===== config.mk =====
export PLATFORM = sky130hd
export DESIGN_NAME = rtp_header_payload_locator_core
export DESIGN_NICKNAME = d
export VERILOG_FILES = /design/src/design/rhpl_pkg.sv /design/src/design/rhpl_front.sv /design/src/design/rhpl_queue.sv /design/src/design/rhpl_back.sv /design/src/design/rtp_header_payload_locator_core.sv
export VERILOG_INCLUDE_DIRS = /design/src /design/src/design
export SDC_FILE = /design/constraint.sdc
export NUM_CORES = 1
export LEC_CHECK = 0
export BUFFER_PORTS_ARGS = -buffer_cell sky130_fd_sc_hd__buf_2
export CAP_MARGIN = 20
export CORE_ASPECT_RATIO = 1.5
export CORE_MARGIN = 10
export CORE_UTILIZATION = 50
export CTS_CLUSTER_DIAMETER = 60
export CTS_CLUSTER_SIZE = 28
export DETAILED_ROUTE_END_ITERATION = 10
export GPL_TIMING_DRIVEN = 0
export HOLD_SLACK_MARGIN = 0.15
export MAX_ROUTING_LAYER = met4
export PLACE_DENSITY = 0.67
export SYNTH_ARGS = -nofsm -noshare
export SYNTH_HDL_FRONTEND = slang
export SYNTH_SLANG_ARGS = --single-unit

===== constraint.sdc =====
create_clock -name clk_i -period 6.05 [get_ports clk_i]
set_input_delay 0.3025 -clock clk_i [delete_from_list [all_inputs] [get_ports clk_i]]
set_output_delay 0.3025 -clock clk_i [all_outputs]
set_load 0.02 [all_outputs]

===== src/design/assert_macros.svh =====
// assertion macros used by the top-level rtl file
`ifndef ASSERT_MACROS_SVH
`define ASSERT_MACROS_SVH

// antecedent holds in a cycle, consequent must hold in the same cycle
`define RHPL_ASSERT_SAME(lbl, clk, rst_n, ante, cons) \
  lbl: assert property (@(posedge clk) disable iff (!rst_n) (ante) |-> (cons)) \
    else $error("assertion failed");

// antecedent holds in a cycle, consequent must hold in the next cycle
`define RHPL_ASSERT_NEXT(lbl, clk, rst_n, ante, cons) \
  lbl: assert property (@(posedge clk) disable iff (!rst_n) (ante) |=> (cons)) \
    else $error("assertion failed");

`endif


===== src/design/rhpl_pkg.sv =====
// types and constants of the rtp header payload locator
`default_nettype none
package rhpl_pkg;

  localparam int unsigned HDR_FIXED = 12;
  localparam logic [7:0] BIT_PADDING = 8'h20;
  localparam logic [7:0] MASK_CC = 8'h0f;
  localparam logic [7:0] BIT_EXT = 8'h10;
  localparam logic [1:0] RTP_VERSION = 2'd2;

  typedef enum logic [2:0] {
    ST_OK        = 3'd0,
    ST_SHORT     = 3'd1,
    ST_BAD_VER   = 3'd2,
    ST_BAD_PAD   = 3'd3,
    ST_SHORT_CC  = 3'd4,
    ST_SHORT_EXT = 3'd5,
    ST_BAD_EXT   = 3'd6,
    ST_TOO_LONG  = 3'd7
  } status_e;

  // header facts of one finished packet, handed from front to back
  typedef struct packed {
    logic       ovf;
    logic [7:0] hb;
    logic [15:0] ext;
    logic [7:0] pad;
  } rec_t;

endpackage
`default_nettype wire


===== src/design/rhpl_front.sv =====
// byte intake: counts bytes, captures header fields, emits one record per packet
`default_nettype none
module rhpl_front #(
  parameter int unsigned MaxBytes = 2048,
  localparam int unsigned CW = $clog2(MaxBytes + 1),
  localparam int unsigned SW = CW + 1
) (
  input  wire logic           clk_i,
  input  wire logic           rst_ni,
  input  wire logic           valid_i,
  input  wire logic           ready_i,
  input  wire logic [7:0]     byte_i,
  input  wire logic           last_i,
  output rhpl_pkg::rec_t      rec_o,
  output logic [SW-1:0]       size_o,
  output logic                push_o
);

  localparam int unsigned XW = CW + 7;
  localparam logic [CW-1:0] MAX_C = CW'(MaxBytes);

  logic [CW-1:0] count_q, count_d;
  logic [7:0]    hb_q, hb_d;
  logic [15:0]   ext_q, ext_d;
  logic          ovf_q, ovf_d;
  logic          hit, in_rng;
  logic [6:0]    ext_pos;
  logic [XW-1:0] idx_x;
  logic [7:0]    hb_n;
  logic [15:0]   ext_n;
  logic          ovf_n;

  always_comb begin
    hit     = valid_i & ready_i;
    in_rng  = count_q < MAX_C;
    ovf_n   = ovf_q | ~in_rng;
    hb_n    = (count_q == '0) ? byte_i : hb_q;
    ext_pos = 7'd14 + {1'b0, hb_n[3:0], 2'b00};
    idx_x   = XW'(count_q);
    ext_n   = ext_q;
    if (in_rng) begin
      if (idx_x == XW'(ext_pos)) begin
        ext_n[15:8] = byte_i;
      end else if (idx_x == XW'(ext_pos) + XW'(1)) begin
        ext_n[7:0] = byte_i;
      end
    end
  end

  always_comb begin
    count_d = count_q;
    hb_d    = hb_q;
    ext_d   = ext_q;
    ovf_d   = ovf_q;
    if (hit) begin
      if (last_i) begin
        count_d = '0;
        hb_d    = '0;
        ext_d   = '0;
        ovf_d   = 1'b0;
      end else begin
        hb_d  = hb_n;
        ext_d = ext_n;
        ovf_d = ovf_n;
        if (!ovf_n) begin
          count_d = count_q + CW'(1);
        end
      end
    end
  end

  always_ff @(posedge clk_i or negedge rst_ni) begin
    if (!rst_ni) begin
      count_q <= '0;
      hb_q    <= '0;
      ext_q   <= '0;
      ovf_q   <= 1'b0;
    end else begin
      count_q <= count_d;
      hb_q    <= hb_d;
      ext_q   <= ext_d;
      ovf_q   <= ovf_d;
    end
  end

  assign push_o    = hit & last_i;
  assign size_o    = SW'(count_q) + SW'(1);
  assign rec_o.ovf = ovf_n;
  assign rec_o.hb  = hb_n;
  assign rec_o.ext = ext_n;
  assign rec_o.pad = byte_i;

endmodule
`default_nettype wire


===== src/design/rhpl_queue.sv =====
// two-entry fifo between intake and evaluation
`default_nettype none
module rhpl_queue #(
  parameter int unsigned Width = 8
) (
  input  wire logic             clk_i,
  input  wire logic             rst_ni,
  input  wire logic             push_i,
  input  wire logic [Width-1:0] data_i,
  input  wire logic             pop_i,
  output logic [Width-1:0]      data_o,
  output logic                  full_o,
  output logic                  empty_o
);

  logic [Width-1:0] mem_q [2];
  logic             wr_q, rd_q;
  logic [1:0]       lvl_q;
  logic             do_push, do_pop;

  assign full_o  = lvl_q == 2'd2;
  assign empty_o = lvl_q == 2'd0;
  assign do_push = push_i & ~full_o;
  assign do_pop  = pop_i & ~empty_o;
  assign data_o  = mem_q[rd_q];

  always_ff @(posedge clk_i) begin
    if (do_push) begin
      mem_q[wr_q] <= data_i;
    end
  end

  always_ff @(posedge clk_i or negedge rst_ni) begin
    if (!rst_ni) begin
      wr_q  <= 1'b0;
      rd_q  <= 1'b0;
      lvl_q <= 2'd0;
    end else begin
      if (do_push) wr_q <= ~wr_q;
      if (do_pop)  rd_q <= ~rd_q;
      lvl_q <= lvl_q + 2'(do_push) - 2'(do_pop);
    end
  end

endmodule
`default_nettype wire


===== src/design/rhpl_back.sv =====
// header checks and payload offset/length, with a registered result stage
`default_nettype none
module rhpl_back #(
  parameter int unsigned SW = 13
) (
  input  wire logic            clk_i,
  input  wire logic            rst_ni,
  input  wire rhpl_pkg::rec_t  rec_i,
  input  wire logic [SW-1:0]   size_i,
  input  wire logic            avail_i,
  output logic                 pop_o,
  output logic                 valid_o,
  input  wire logic            ready_i,
  output rhpl_pkg::status_e    status_o,
  output logic [11:0]          offset_o,
  output logic [11:0]          length_o
);

  localparam int unsigned AW = ((SW > 18) ? SW : 18) + 2;

  logic [AW-1:0] sz, sz2, pad, off, off_x, ext4, len;
  logic          has_pad, has_ext;
  rhpl_pkg::status_e st;
  logic          valid_q;
  rhpl_pkg::status_e st_q;
  logic [11:0]   off_q, len_q;

  always_comb begin
    sz      = AW'(size_i);
    pad     = AW'(rec_i.pad);
    has_pad = |(rec_i.hb & rhpl_pkg::BIT_PADDING);
    has_ext = |(rec_i.hb & rhpl_pkg::BIT_EXT);
    sz2     = has_pad ? sz - pad : sz;
    off     = AW'(rhpl_pkg::HDR_FIXED) + AW'({rec_i.hb & rhpl_pkg::MASK_CC, 2'b00});
    ext4    = AW'({rec_i.ext, 2'b00});
    off_x   = has_ext ? off + AW'(4) + ext4 : off;
    len     = sz2 - off_x;
    if (rec_i.ovf) begin
      st = rhpl_pkg::ST_TOO_LONG;
    end else if (sz < AW'(rhpl_pkg::HDR_FIXED)) begin
      st = rhpl_pkg::ST_SHORT;
    end else if (rec_i.hb[7:6] != rhpl_pkg::RTP_VERSION) begin
      st = rhpl_pkg::ST_BAD_VER;
    end else if (has_pad && (pad + AW'(rhpl_pkg::HDR_FIXED) > sz)) begin
      st = rhpl_pkg::ST_BAD_PAD;
    end else if (sz2 < off) begin
      st = rhpl_pkg::ST_SHORT_CC;
    end else if (has_ext && (sz2 < off + AW'(4))) begin
      st = rhpl_pkg::ST_SHORT_EXT;
    end else if (has_ext && (sz2 < off_x)) begin
      st = rhpl_pkg::ST_BAD_EXT;
    end else begin
      st = rhpl_pkg::ST_OK;
    end
  end

  assign pop_o = avail_i & (~valid_q | ready_i);

  always_ff @(posedge clk_i or negedge rst_ni) begin
    if (!rst_ni) begin
      valid_q <= 1'b0;
    end else if (~valid_q | ready_i) begin
      valid_q <= avail_i;
    end
  end

  always_ff @(posedge clk_i) begin
    if (pop_o) begin
      st_q  <= st;
      off_q <= (st == rhpl_pkg::ST_OK) ? off_x[11:0] : 12'd0;
      len_q <= (st == rhpl_pkg::ST_OK) ? len[11:0] : 12'd0;
    end
  end

  assign valid_o  = valid_q;
  assign status_o = st_q;
  assign offset_o = off_q;
  assign length_o = len_q;

endmodule
`default_nettype wire


===== src/design/rtp_header_payload_locator_core.sv =====
// top level of the rtp header payload locator
// usage:
//   s_axis carries the packet one byte per transfer, header first; tlast
//   marks the final byte. bytes are taken while the record queue has room,
//   and packets may follow each other with no gap between them.
//   m_axis gives one transfer per packet: status, payload offset and
//   payload length (offset and length are zero on an error status).
// result path: the final byte's record is written into the queue, then
//   evaluated into the result register that drives m_axis_tvalid; a held
//   result or earlier queued packets can delay that evaluation.
// throughput: one byte per cycle while the queue has room; one packet per
//   cycle in the evaluator while m_axis_tready is high, so short packets keep pace.
// stall: while m_axis_tready is low the result holds; up to two further
//   finished packets wait in the queue, after that s_axis_tready drops.
// reset: rst_ni clears the byte count, captured header fields, queue and
//   result valid; the block is ready for a new packet right after reset.
// packets longer than MaxBytes report status too long on their last byte.
`default_nettype none
`include "assert_macros.svh"
module rtp_header_payload_locator_core #(
  parameter int unsigned MaxBytes = 2048
) (
  input  wire logic        clk_i,
  input  wire logic        rst_ni,
  input  wire logic        s_axis_tvalid_i,
  output logic             s_axis_tready_o,
  input  wire logic [7:0]  s_axis_tdata_i,   // [7:0] pkt_byte
  input  wire logic        s_axis_tlast_i,   // last_byte
  output logic             m_axis_tvalid_o,
  input  wire logic        m_axis_tready_i,
  output logic [31:0]      m_axis_tdata_o    // [2:0] status, [14:3] payload_offset,
                                             // [26:15] payload_length, rest zero
);

  localparam int unsigned CW = $clog2(MaxBytes + 1);
  localparam int unsigned SW = CW + 1;
  localparam int unsigned QW = $bits(rhpl_pkg::rec_t) + SW;

  rhpl_pkg::rec_t    f_rec, q_rec;
  logic [SW-1:0]     f_size, q_size;
  logic              f_push, q_full, q_empty, b_pop;
  rhpl_pkg::status_e st;
  logic [11:0]       off, len;
  logic              res_ok, off_ok;

  // intake stalls only when the record queue has no room
  assign s_axis_tready_o = ~q_full;

  rhpl_front #(.MaxBytes(MaxBytes)) u_front (
    .clk_i   (clk_i),
    .rst_ni  (rst_ni),
    .valid_i (s_axis_tvalid_i),
    .ready_i (s_axis_tready_o),
    .byte_i  (s_axis_tdata_i),
    .last_i  (s_axis_tlast_i),
    .rec_o   (f_rec),
    .size_o  (f_size),
    .push_o  (f_push)
  );

  rhpl_queue #(.Width(QW)) u_queue (
    .clk_i   (clk_i),
    .rst_ni  (rst_ni),
    .push_i  (f_push),
    .data_i  ({f_size, f_rec}),
    .pop_i   (b_pop),
    .data_o  ({q_size, q_rec}),
    .full_o  (q_full),
    .empty_o (q_empty)
  );

  rhpl_back #(.SW(SW)) u_back (
    .clk_i    (clk_i),
    .rst_ni   (rst_ni),
    .rec_i    (q_rec),
    .size_i   (q_size),
    .avail_i  (~q_empty),
    .pop_o    (b_pop),
    .valid_o  (m_axis_tvalid_o),
    .ready_i  (m_axis_tready_i),
    .status_o (st),
    .offset_o (off),
    .length_o (len)
  );

  assign m_axis_tdata_o = {5'd0, len, off, st};

  assign res_ok = st == rhpl_pkg::ST_OK;
  assign off_ok = off >= 12'd12 && off[1:0] == 2'b00;

  // error results carry no offset and no length
  `RHPL_ASSERT_SAME(a_err_zero, clk_i, rst_ni, m_axis_tvalid_o && !res_ok, off == '0 && len == '0)
  // a good payload starts past the fixed header on a word boundary
  `RHPL_ASSERT_SAME(a_ok_off, clk_i, rst_ni, m_axis_tvalid_o && res_ok, off_ok)
  // a final byte taken into an empty queue is waiting there on the next cycle
  `RHPL_ASSERT_NEXT(a_q_fill, clk_i, rst_ni, f_push && q_empty && !m_axis_tvalid_o, !q_empty)

endmodule
`default_nettype wire

Word-level counts from Yosys, hierarchy flattened
Memory sizes are Yosys's and may differ from the RTL's.
Cells that the tools add are included.
Word-level totals
  flip-flop bits (word level): 69
  bits in writable memories: 92
  input bits: 13
  memories: 1
Operators by class
  add/sub/neg operators: 12
  order comparisons: 6
  eq/ne operators: 5
  mux-type cells: 21
  bitwise operators: 13
  reduce and logical (&&, ||, !) cells: 7
Memory list
  u_queue.mem_q: depth 2, width 46, rd ports 1, clocked after Yosys merged registers in 0, write ports 1, line rhpl_queue.sv:16  | logic [Width-1:0] mem_q [2];
Operator list (count)
  $lt A20 B20 Y1: 2
  $mux W20: 2
  $mux W8: 5
  $mux W16: 2
  $mux W12: 2
  $mux W3: 7
  $add A20 B18 Y20: 1
  $add A20 B3 Y20 const B: 1
  $gt A20 B13 Y1: 1
  $lt A20 B7 Y1: 1
  $eq A12 B19 Y1: 1
  $add A4 B6 Y7 const A: 2
  $sub A13 B8 Y14: 1
  $add A12 B1 Y13 const B: 1
  $lt A13 B4 Y1 const B: 1
  $add A12 B1 Y12 const B: 1
  $eq A12 B7 Y1: 1
  $logic_not A12 Y1: 1
  $lt A12 B12 Y1 const B: 1
  $sub A12 B12 Y12: 1
  $add A8 B4 Y9 const B: 1
  $add A7 B1 Y8 const B: 1
  $not A1 Y1: 6
  $and A1 B1 Y1: 5
  other kinds (10): 16

Logic depth before layout (Yosys ltp)
An unclocked memory read counts as a cell.
  word-level depth: 15
  mapped depth: 27
  depth with buffers taken out: 23

Modules after synthesis
A second synthesis with hierarchy kept.
Second synthesis, totals
  cells, all modules: 862
  area, all modules: 9882.0 um^2
By module, submodules not included
  rhpl_queue: instances 1, cells each 161, area each 3641.0 um^2, sequential area each 2862.7 um^2
  rhpl_back: instances 1, cells each 417, area each 3628.5 um^2, sequential area each 775.7 um^2
  rhpl_front: instances 1, cells each 276, area each 2563.7 um^2, sequential area each 925.9 um^2
  rtp_header_payload_locator_core: instances 1, cells each 8, area each 48.8 um^2, sequential area each 0.0 um^2

Worst setup path before layout
Ideal clock, no wire load.
  kind: flip-flop to flip-flop
  from: register u_queue.rd_q
  to: register u_back.len_q[3], in the netlist u_back.length_o[3] (data pin)
  library setup time: 0.268 ns
  arrival: 5.126 ns
  required time: 5.782 ns
  path slack: 0.655 ns
  cell stages (with the launch flop): 25
  buffers on the path: 8
  clock period less this slack: 5.395 ns
  path through: dfrtp_1 -> buf_2 -> buf_4 -> buf_2 -> buf_2 -> buf_2 -> buf_4 -> buf_2 -> mux2_2 -> ha_1 -> fa_1 -> a211oi_1 -> o21ai_0 -> and2_0 -> nand2_1 -> or3_1 -> nand3_1 -> ha_1 -> o21ai_0 -> a21oi_1 -> or2_2 -> o2111a_1 -> nor2_1 -> clkbuf_1 -> nor4_1
Between the ends
  word-level cells in the longest chain between the ends: 15
RTL lines
  start: declaration: line rhpl_queue.sv:17  | logic wr_q, rd_q;
  start signal: assignment: line rhpl_queue.sv:40  | if (do_pop) rd_q <= ~rd_q;
  $mem_v2 Z2 W46 *
  $add A4 B6 Y7: line rhpl_back.sv:34  | off = AW'(rhpl_pkg::HDR_FIXED) + AW'({rec_i.hb & rhpl_pkg::MASK_CC, 2'b00});
  $add A20 B3 Y20: line rhpl_back.sv:36, rhpl_back.sv:48
  $add A20 B18 Y20: line rhpl_back.sv:36  | off_x = has_ext ? off + AW'(4) + ext4 : off;
  $mux W20: line rhpl_back.sv:36
  $lt A20 B20 Y1: line rhpl_back.sv:50  | end else if (has_ext && (sz2 < off_x)) begin
  $logic_and A1 B1 Y1: line rhpl_back.sv:50
  $mux W3: line rhpl_back.sv:50
  $mux W3: line rhpl_back.sv:48  | end else if (has_ext && (sz2 < off + AW'(4))) begin
  $mux W3: line rhpl_back.sv:46  | end else if (sz2 < off) begin
  $mux W3: line rhpl_back.sv:44  | end else if (has_pad && (pad + AW'(rhpl_pkg::HDR_FIXED) > sz)) begin
  $mux W3: line rhpl_back.sv:42  | end else if (rec_i.hb[7:6] != rhpl_pkg::RTP_VERSION) begin
  $mux W3: line rhpl_back.sv:40  | end else if (sz < AW'(rhpl_pkg::HDR_FIXED)) begin
  $mux W3: line rhpl_back.sv:38  | if (rec_i.ovf) begin
  $logic_not A3 Y1: line rhpl_back.sv:71  | len_q <= (st == rhpl_pkg::ST_OK) ? len[11:0] : 12'd0;
  end signal: assignment: line rhpl_back.sv:71
  end: declaration: line rhpl_back.sv:26  | logic [11:0] off_q, len_q;
Every way passes the cells marked *; elsewhere a longest branch is shown, timed or not.
A chain may end at the register's enable or synchronous reset.

Worst setup path after layout
  from: register u_queue.rd_q
  to: register u_back.len_q[2], in the netlist u_back.length_o[2] (data pin)
The elaborated chain is that of the path after synthesis.

==> results.ini <==
[hold_path]
hold_class = in2reg

[timing]
layout_worst_path_cycle_share_pct = 95.18
setup-tns-final_ns = 0
transition_time_at_the_pin_with_the_least_slew_margin_ns = 0.8926
max_slew_margin_pct = 40.36
whs_ns = 0.1755
fin_crit_ns = 5.758
max_freq_mhz = 173.7
finClkSkew_ns = 0.008240
report.final.slew_viol_count = 0
report.final.hold_viol_count = 0
setup-violations-final = 0
unrepaired_setup_endpoints_after_global_routing = false

[global_route]
grt_first_pass_wirelength_mm = 35.25
track_usage_pct = 18.36
initial_antenna_violation_count = 0
globalRoute.totalOverflow = 0
first_global_vias = 6692
grt_max_degree = 43

[floorplanning]
fp-row-count = 61
die_h_um = 187.0
boundary_pins = 47
floorplan.die.width_um = 131.3
initial_utilization_pct = 50.52
floorplan.core_area_um2 = 18390
die_footprint_um2 = 24550

[layout]
final_standard_cell_utilization_of_the_core_pct = 57.54
post_route_cells_drive_above_1_share_pct = 17.45
finish.net_count = 953
area_delta_synth_final_pct = 13.90
stdcell_area_um2 = 10580
fillerInstances = 1568
num_antenna_cells = 0

[power_and_ir_drop]
power_per_cell_area_nw_per_um2 = 573.1
vdd_drop_max_v = 0.0003142
p_leak_nw = 4.226

[run]
max_cap_violations = 0

[drt]
detail-route-antenna-nets = 0
drt_pass1_iterations = 5
wire_per_inst_um = 19.21
remaining_drc_errors = 0
drtIter0Drc = 397
vias_per_cell = 5.729
drt-total-wl_mm = 22.02
route.vias.total = 6565

[cts]
clock_insertion_delay_worst_skew_ns = 0.43
cts_buffers = 17
cts.clk_slew.worst_paths_ns = 0.06
cts_root_buf = sky130_fd_sc_hd__clkbuf_16
cts_buffer_depth = 2
tritoncts = built
h_tree_depth = 4
cts.sinks = 159

[worst_setup_path]
crit_path_start_kind = register
cp-end-kind = register
worstPathArrival_ns = 5.98
worst-r2r-setup-slack_ns = 0.29
max_stage_delay_on_crit_path_ns = 0.47
cp.required_ns = 6.27
worstPathCellList = clkbuf_4 > buf_12 > buf_6 > buf_6 > buf_4 > buf_6 > mux2i_1 > inv_1 > ha_1 > fa_1 > o21bai_1 > a21oi_1 > xor2_1 > mux2i_1 > ha_1 > nand2b_1 > a21oi_1 > o211ai_1 > a21oi_1 > o2111a_1 > nor2_2 > buf_2 > nor4_1
setup_cp_type = reg2reg
slowest_stage = sky130_fd_sc_hd__mux2i_1
crit_path_max_fanout = 19

[synthesis]
synth.cell_area_um2 = 9293
post_synth_arst_share_pct = 26.42
synth_cell_types = 69
count_of_warnings_emitted_by_yosys = 0
synth-seq-area-share_pct = 49.12
postSynthAreaPerCell_um2 = 11.43
dominantRegCellSynth = sky130_fd_sc_hd__edfxtp_1
synth.ff_latch_count = 159
postSynthCellCount = 813
synth_enable_flop_cells = 117

[placement]
dpl_cell_area_um2 = 9893
place_hpwl_mm = 16.87
gp_routability_congestion = 0.8825
placement.io_buffers = 39

[outcome]
outcome = finished, final reports clean

-- through the flow --
stage,power [mW],setup slack [ns],cells
floorplan,4.118,0.6554,819
global placement,4.869,-1.122,1110
detailed placement,4.941,-1.256,1112
CTS,6.037,0.04918,1145
global route,6.512,0.007112,1146
finish,6.066,0.2915,1146
-- critical path: cells and delay by family (launching register included) --
family	cells	cell delay [ns]
multiplexers	2	0.78
AO/OA/AOI/OAI	6	1.32
XOR/XNOR	1	0.15
AND/OR/NAND/NOR	3	0.49
flip-flops	1	0.32
buffers and inverters	8	1.57
adder cells (fa/ha/maj)	3	0.90
-- flip-flops by register name, indices dropped and copies added (netlist names) --
register / flops
u_queue.mem_q: 92
u_front.ext_q: 16
u_back.length_o: 12
u_front.count_q: 12
u_back.offset_o: 10
u_front.hb_q: 8
u_back.status_o: 3
u_queue.lvl_q: 2
u_back.valid_o: 1
u_front.ovf_q: 1
u_queue.rd_q: 1
u_queue.wr_q: 1
-- per-layer routing --
layer  vias up  part of all wire, %  global-route usage [%]
met4         0                  4.9                   10.04
met5         -                    0                       -
met1      3170                   40                   20.13
li1       3171                    -                       -
met2       167                   51                   30.89
met3        57                  3.8                   3.468
-- area by class of cell --
cell class / instances / area, um^2 / area share [%]
Inverter: 37 / 138.9 / 1.312
Clock inverter: 14 / 155.1 / 1.466
Tap cell: 252 / 315.3 / 2.979
Timing Repair Buffer: 45 / 290.3 / 2.743
Multi-Input combinational cell: 583 / 4428 / 41.84
Sequential cell: 159 / 4564 / 43.13
Clock buffer: 17 / 425.4 / 4.019
Buffer: 39 / 266.5 / 2.518
-- worst paths after layout --
check	from	to	cells after the start
max	u_queue.rd_q$_DFFE_PN0P_	u_back.length_o[2]$_SDFFCE_PP0P_	23
max in group asynchronous	rst_ni	u_front.ext_q[11]$_DFFE_PN0P_	3
min reg2reg	u_front.ovf_q$_DFFE_PN0P_	u_front.ovf_q$_DFFE_PN0P_	1
max reg2reg	u_queue.rd_q$_DFFE_PN0P_	u_back.length_o[2]$_SDFFCE_PP0P_	23
min	s_axis_tdata_i[7]	u_queue.mem_q[0][7]$_DFFE_PP_	1
min in group asynchronous	rst_ni	u_front.count_q[2]$_DFFE_PN0P_	2
-- placed cells by master (no fill, tap or decap), types with 5 or more instances in the layout --
| cell type | synthesis | final |
|---|---|---|
| sky130_fd_sc_hd__o21ai_0 | 32 | 31 |
| sky130_fd_sc_hd__nor4_1 | 24 | 22 |
| sky130_fd_sc_hd__nand3_1 | 40 | 40 |
| sky130_fd_sc_hd__nor2b_1 | 9 | 9 |
| sky130_fd_sc_hd__buf_2 | 12 | 46 |
| sky130_fd_sc_hd__a22o_1 | 17 | 17 |
| sky130_fd_sc_hd__inv_6 | 0 | 5 |
| sky130_fd_sc_hd__nand2_1 | 53 | 53 |
| sky130_fd_sc_hd__a211oi_1 | 7 | 6 |
| sky130_fd_sc_hd__nand4_1 | 7 | 7 |
| sky130_fd_sc_hd__dfrtp_1 | 42 | 42 |
| sky130_fd_sc_hd__a21o_1 | 9 | 9 |
| sky130_fd_sc_hd__inv_1 | 36 | 36 |
| sky130_fd_sc_hd__clkbuf_1 | 13 | 12 |
| sky130_fd_sc_hd__nor3_1 | 16 | 16 |
| sky130_fd_sc_hd__xor2_1 | 16 | 16 |
| sky130_fd_sc_hd__buf_6 | 4 | 7 |
| sky130_fd_sc_hd__o21a_1 | 7 | 6 |
| sky130_fd_sc_hd__clkbuf_16 | 0 | 17 |
| sky130_fd_sc_hd__and2_1 | 6 | 7 |
| sky130_fd_sc_hd__a21oi_1 | 32 | 31 |
| sky130_fd_sc_hd__mux2_2 | 19 | 19 |
| sky130_fd_sc_hd__mux2_1 | 8 | 8 |
| sky130_fd_sc_hd__ha_1 | 55 | 55 |
| sky130_fd_sc_hd__o31ai_1 | 5 | 5 |
| sky130_fd_sc_hd__and3_1 | 7 | 6 |
| sky130_fd_sc_hd__o211ai_1 | 19 | 19 |
| sky130_fd_sc_hd__edfxtp_1 | 117 | 117 |
| sky130_fd_sc_hd__nand2b_1 | 11 | 11 |
| sky130_fd_sc_hd__conb_1 | 1 | 7 |
| sky130_fd_sc_hd__xnor2_1 | 28 | 28 |
| sky130_fd_sc_hd__buf_4 | 11 | 11 |
| sky130_fd_sc_hd__mux2i_1 | 34 | 32 |
| sky130_fd_sc_hd__or2_2 | 9 | 9 |
| sky130_fd_sc_hd__nor2_1 | 37 | 35 |
| sky130_fd_sc_hd__mux2_4 | 8 | 8 |
-- cells in the mapped netlist, types with 9 or more instances --
cell type / count / area, um^2
sky130_fd_sc_hd__a21o_1: 9 / 67.56
sky130_fd_sc_hd__a21oi_1: 32 / 160.2
sky130_fd_sc_hd__a22o_1: 17 / 148.9
sky130_fd_sc_hd__buf_2: 12 / 60.06
sky130_fd_sc_hd__buf_4: 11 / 82.58
sky130_fd_sc_hd__clkbuf_1: 13 / 48.80
sky130_fd_sc_hd__dfrtp_1: 42 / 1051
sky130_fd_sc_hd__edfxtp_1: 117 / 3513
sky130_fd_sc_hd__ha_1: 55 / 688.2
sky130_fd_sc_hd__inv_1: 36 / 135.1
sky130_fd_sc_hd__mux2_2: 19 / 214.0
sky130_fd_sc_hd__mux2i_1: 34 / 340.3
sky130_fd_sc_hd__nand2_1: 53 / 198.9
sky130_fd_sc_hd__nand2b_1: 11 / 68.82
sky130_fd_sc_hd__nand3_1: 40 / 200.2
sky130_fd_sc_hd__nor2_1: 37 / 138.9
sky130_fd_sc_hd__nor2b_1: 9 / 56.30
sky130_fd_sc_hd__nor3_1: 16 / 80.08
sky130_fd_sc_hd__nor4_1: 24 / 150.1
sky130_fd_sc_hd__o211ai_1: 19 / 142.6
sky130_fd_sc_hd__o21ai_0: 32 / 160.2
sky130_fd_sc_hd__or2_2: 9 / 56.30
sky130_fd_sc_hd__xnor2_1: 28 / 245.2
sky130_fd_sc_hd__xor2_1: 16 / 140.1
-- where the power goes --
group / internal, mW / switching (mW) / total, mW
Sequential: 1.54 / 0.133 / 1.67
Combinational: 1.36 / 1.98 / 3.34
Clock: 0.580 / 0.475 / 1.06
Total: 3.48 / 2.59 / 6.07
-- kinds of logic (layout without fill, tap and decap cells) --
| logic type | Yosys count | in the layout | share of synthesized area [%] |
|---|---|---|---|
| DFF | 159 | 159 | 49.12 |
| and+or+nand+nor | 246 | 246 | 14.23 |
| xor gates and xnor gates | 44 | 44 | 4.147 |
| buffers and inverters | 77 | 152 | 4.039 |
| adders and majority gates | 58 | 58 | 8.052 |
| AOI/OAI and AO/OA | 156 | 156 | 11.61 |
| other | 1 | 7 | 0.04035 |
| muxes | 72 | 72 | 8.766 |
-- what timing repair did --
item	in CTS	in global routing
setup buffers	1	0
resized for setup	11	10
endpoints found under the setup margin	25	23
endpoints found under the hold margin	43	0
hold buffers	2	0
pin swaps	1	0
No activity file was read; power rests on OpenSTA's default activity.
